--- src/rbfw_pkg.sv ---
package rbfw_pkg;

  localparam int MaxPoints = 32;
  localparam int SlotW = $clog2(MaxPoints);
  localparam int CountW = 6;
  localparam int DenW = 35;
  localparam int RecipW = 32;
  localparam int AccW = 64;
  localparam int NumRegs = 7;
  localparam int AddrW = 5;

  localparam logic CMD_LOAD = 1'b0;
  localparam logic CMD_WARP = 1'b1;

  typedef enum logic [2:0] {
    REG_AFF_XX = 3'd0,
    REG_AFF_XY = 3'd1,
    REG_AFF_YX = 3'd2,
    REG_AFF_YY = 3'd3,
    REG_OFF_X  = 3'd4,
    REG_OFF_Y  = 3'd5,
    REG_COUNT  = 3'd6
  } reg_idx_t;

  typedef struct packed {
    logic [15:0] src_x;
    logic [15:0] src_y;
    logic [31:0] rad_sq;
    logic signed [31:0] wt_x;
    logic signed [31:0] wt_y;
  } point_t;

  typedef struct packed {
    logic signed [31:0] aff_xx;
    logic signed [31:0] aff_xy;
    logic signed [31:0] aff_yx;
    logic signed [31:0] aff_yy;
    logic signed [31:0] off_x;
    logic signed [31:0] off_y;
    logic [CountW-1:0]  count;
  } cfg_t;

  function automatic logic signed [15:0] sat_out(input logic signed [AccW-1:0] acc);
    logic signed [AccW-1:0] q;
    logic signed [AccW-1:0] adj;
    begin
      adj = acc[AccW-1] ? acc + 64'sd65535 : acc;
      q = adj >>> 16;
      if (q > 64'sd32767) sat_out = 16'sh7fff;
      else if (q < -64'sd32768) sat_out = 16'sh8000;
      else sat_out = q[15:0];
    end
  endfunction

endpackage

--- src/rbfw_recip.sv ---
module rbfw_recip (
  input  logic                          clk,
  input  logic                          rst_n,
  input  logic                          start,
  input  logic [rbfw_pkg::DenW-1:0]     den,
  output logic                          done,
  output logic [rbfw_pkg::RecipW-1:0]   quot
);
  // Restoring division of 2^38 by den, one quotient bit per cycle.
  localparam int NumW = 39;
  logic [NumW-1:0] rem_r, rem_nxt;
  logic [NumW-1:0] q_r, q_nxt;
  logic [rbfw_pkg::DenW-1:0] den_r;
  logic [5:0] cnt_r, cnt_nxt;
  logic busy_r, busy_nxt, done_r, done_nxt;
  logic [NumW-1:0] shifted;

  always_comb begin
    rem_nxt = rem_r;
    q_nxt = q_r;
    cnt_nxt = cnt_r;
    busy_nxt = busy_r;
    done_nxt = 1'b0;
    shifted = {rem_r[NumW-2:0], (cnt_r == 6'd38)};
    if (start) begin
      rem_nxt = '0;
      q_nxt = '0;
      cnt_nxt = 6'd38;
      busy_nxt = 1'b1;
    end else if (busy_r) begin
      if (shifted >= {4'd0, den_r}) begin
        rem_nxt = shifted - {4'd0, den_r};
        q_nxt = {q_r[NumW-2:0], 1'b1};
      end else begin
        rem_nxt = shifted;
        q_nxt = {q_r[NumW-2:0], 1'b0};
      end
      if (cnt_r == 6'd0) begin
        busy_nxt = 1'b0;
        done_nxt = 1'b1;
      end else begin
        cnt_nxt = cnt_r - 6'd1;
      end
    end
  end

  always_ff @(posedge clk) begin
    if (!rst_n) begin
      busy_r <= 1'b0;
      done_r <= 1'b0;
      cnt_r <= '0;
    end else begin
      busy_r <= busy_nxt;
      done_r <= done_nxt;
      cnt_r <= cnt_nxt;
    end
    rem_r <= rem_nxt;
    q_r <= q_nxt;
    if (start) den_r <= den;
  end

  assign done = done_r;
  assign quot = (den_r == '0 || q_r[NumW-1:32] != '0) ? '1 : q_r[31:0];
endmodule

--- config.mk ---
export PLATFORM = sky130hd
export DESIGN_NAME = rbfw_recip
export DESIGN_NICKNAME = d
export VERILOG_FILES = /design/src/rbfw_pkg.sv /design/src/rbfw_recip.sv
export SDC_FILE = /design/constraint.sdc
export NUM_CORES = 1
export LEC_CHECK = 0
export ABC_CLOCK_PERIOD_IN_PS = 2700
export BUFFER_PORTS_ARGS = -buffer_cell sky130_fd_sc_hd__buf_4
export CORE_ASPECT_RATIO = 0.9
export CORE_UTILIZATION = 46
export DETAILED_ROUTE_END_ITERATION = 6
export PLACE_DENSITY = 0.77
export SLEW_MARGIN = 0
export SYNTH_ARGS = -nofsm -noshare
export SYNTH_HDL_FRONTEND = slang
export SYNTH_SLANG_ARGS = --single-unit
--- constraint.sdc ---
create_clock -name clk -period 2.7 [get_ports clk]
set_input_delay 0.405 -clock clk [delete_from_list [all_inputs] [get_ports clk]]
set_output_delay 0.405 -clock clk [all_outputs]
set_load 0.01 [all_outputs]
==> flow_summary_export.csv <==
group,metric,value,unit
setup_path,arrival,3240,ps
final_layout,n_fill_cell,1072,
synthesis,async_flop_share,0,%
place,dp_hpwl,11660,µm
detailed_routing,drt_iter0_markers,380,
timing,finalSetupViolCount,69,
timing,hold_viol,0,
synthesis,synth_common_cells,"111 x nor2_1, 85 x dfxtp_1, 50 x mux2i_1, 47 x nand2_1, 45 x inv_1",
place,place_congestion,0.8905,
synthesis,synth_warnings,0,
place,pre_cts_slack,-156.6,ps
detailed_routing,post-route-drc-count,0,
setup_path,rr_worst_depth,12,
power_and_ir_drop,p_leak,4.221,nW
grt,grt_pass1_wl,28700,µm
grt,grt_max_degree,117,
setup_path,worstSetupPathType,"flip-flop to flip-flop",
setup_path,r2r_setup_slack,-220,ps
synthesis,yosysMostFrequentCell,"nor2_1",
setup_path,cpMaxStageDelayCell,"edfxtp_1",
power_and_ir_drop,power.density,677.3,mW/mm²
detailed_routing,via_per_inst,5.663,
detailed_routing,drt_pass1_iterations,5,
timing,fmax,342.6,MHz
final_layout,multiInputGateArea,0.004397,mm²
grt,grt_overflow,0,
worst_hold_path,hold_path_class,"input pin to flip-flop",
setup_path,end_kind,"flip-flop",
run,maxCapViolCount,0,
synthesis,synthFlopType,"dfxtp_1",
synthesis,synth_edf_count,35,
final_layout,area_growth,36.50,%
grt,antenna_found_initial,0,
setup_path,required,3020,ps
floorplan,die_area,0.01586,mm²
final_layout,regArea,0.002759,mm²
synthesis,yosys.area.top_type,"dfxtp_1",
clock_network,htreeDepth,4,
timing,skew,6.197,ps
outcome,outcome,"finished with violations",
clock_network,numCtsBuffers,17,
final_layout,antenna_cells,0,
final_layout,layout-drive-gt1-share,31.16,%
setup_path,start_kind,"flip-flop",
power_and_ir_drop,vdd_drop_max,0.0007433,V
synthesis,synth_area,0.007064,mm²
floorplan,die_w,132.6,µm
floorplan,row_count,42,
clock_network,cts.sinks,120,
detailed_routing,post_drt_wl_per_cell,16.93,µm
detailed_routing,wl,19170,µm
clock_network,root_buffer,"clkbuf_16",
timing,tightest_slew,909.2,ps
timing,rsz0062_at_grt,"yes",
final_layout,nNetsFinal,998,
detailed_routing,drtAntennaViolNets,0,
synthesis,synth_cells,776,
grt,track_usage,22.82,%
outcome,violations,"setup timing",
detailed_routing,vias,6411,
floorplan,ios,71,
setup_path,crit_chain,"inv_1, ha_1, a211oi_1, o21ai_1, a41oi_1, o21a_1, o21ai_4, buf_6, o21a_4, buf_6, mux2i_1, a211oi_1",
timing,maxSlewHeadroom,38.83,%
synthesis,synth_area_leaders,"dfxtp_1 24%, edfxtp_1 15%, mux2i_1 7.1%",
clock_network,cts_buffer_depth,2,
worst_hold_path,whs_path_depth,1,
synthesis,synth_top_area_share,24.09,%
synthesis,yosysSeqAreaShare,38.97,%
timing,slew_viol_final,0,
synthesis,ys_ff_latch,120,
timing,setup_ws,-219.1,ps
place,portBuffers,70,
final_layout,final_core_util,64.84,%
floorplan,start_util,47.50,%
clock_network,cts_tree,"done",
setup_path,crit_fanout,7,
setup_path,cp_slowest_stage_delay,400,ps
timing,min_period,2919,ps
floorplan,core,0.01487,mm²
floorplan,die_height,119.6,µm
synthesis,syn_nets,853,
timing,period_share,108.1,%
clock_network,cts.clk_slew.worst_paths,60,ps
synthesis,synth.distinct_cells,73,
synthesis,avgSynthCellArea,9.103,µm²
grt,grt_pass1_vias,5952,
clock_network,clk_latency,430,ps
## per-stage QoR
| step | std cells | instance area (µm²) | power, W | TNS (ps) | hold WS, ps |
|---|---|---|---|---|---|
| 3_3_place_gp | 1075 | 8260 | 0.003752 | -290.4 | 481.7 |
| 2_1_floorplan | 776 | 7083 | 0.003245 | 0 | 460.8 |
| 5_1_grt | 1132 | 9643 | 0.006796 | -14810 | 135.9 |
| 6_report | 1132 | 9643 | 0.006531 | -6743 | 152.0 |
| 3_5_place_dp | 1075 | 8260 | 0.003784 | -2102 | 493.5 |
| 4_1_cts | 1119 | 9109 | 0.006257 | -1778 | 140.5 |
## layout by cell type (no fill, tap or decap), types with 6 or more instances in the layout
| master | instances |
|---|---|
| xnor2_1 | 21 |
| a21oi_1 | 33 |
| and3_1 | 7 |
| nand4_1 | 12 |
| o21a_1 | 12 |
| xor2_1 | 8 |
| nand2b_4 | 19 |
| o21bai_1 | 7 |
| o21ai_0 | 10 |
| a211oi_1 | 25 |
| inv_1 | 44 |
| a21o_1 | 21 |
| nor2_1 | 110 |
| nor3_1 | 7 |
| nor4_1 | 9 |
| clkbuf_16 | 19 |
| ha_1 | 31 |
| a21oi_2 | 11 |
| nand2_1 | 47 |
| buf_4 | 126 |
| buf_6 | 35 |
| nand3_1 | 6 |
| mux2i_1 | 49 |
| dfxtp_1 | 82 |
| nand2b_1 | 16 |
| edfxtp_1 | 35 |
## timing repair
item | in CTS | in global routing
hold buffers | 0 | 0
gates resized for setup | 34 | 79
endpoints found under the setup margin | 68 | 71
cloned | 4 | 4
setup buffers | 9 | 10
pin swaps | 41 | 36
## layout make-up
type / count / share of cell area [%]
clock buffer: 18 / 4.451
tap: 198 / 2.569
clock inverter: 14 / 1.830
multi-input combinational: 570 / 45.59
timing repair buffer: 167 / 15.19
inverter: 45 / 1.752
sequential: 120 / 28.61
## flip-flops by register name, indices dropped and copies added, names as in the netlist
signal,cells
busy_r,1
cnt_r,6
den_r,35
done,1
q_r,39
rem_r,38
## per-layer routing
metal  routed length [µm]  GRT usage, %  up-vias
met1                 8566         29.99     3042
met4                  510         7.184        0
met5                    0             0        -
met3                 1135         6.464       59
li1                     -             -     3070
met2                 8957         36.22      240
## cell families after synthesis
family	after synthesis	synth area share (%)
XOR/XNOR	31	3.843
flip-flops	120	38.97
AND/OR/NAND/NOR	267	18.37
multiplexers	53	7.722
AO/OA/AOI/OAI	176	18.58
adder cells (fa/ha/maj)	39	7.014
buffers and inverters	90	5.508
## critical path: cells and delay by family (launching register included)
kind            cells  cell delay, ps
mux                 1             110
compound gates      7            1570
flops               1             400
buf+inv             3             420
fa+ha+maj           1             310
## report_power, final
group | internal (W) | total (W) | switching [W]
registers | 0.00198 | 0.00208 | 0.000100
logic | 0.00104 | 0.00212 | 0.00108
clock network | 0.00146 | 0.00234 | 0.000884
total | 0.00447 | 0.00653 | 0.00206
## worst paths after layout
kind | from | endpoint
min reg2reg | rem_r[21] | rem_r[21]
max | den_r[16] | rem_r[31]
max reg2reg | den_r[16] | rem_r[31]
min | den[21] | den_r[21]
(Power assumes the default switching activity.)
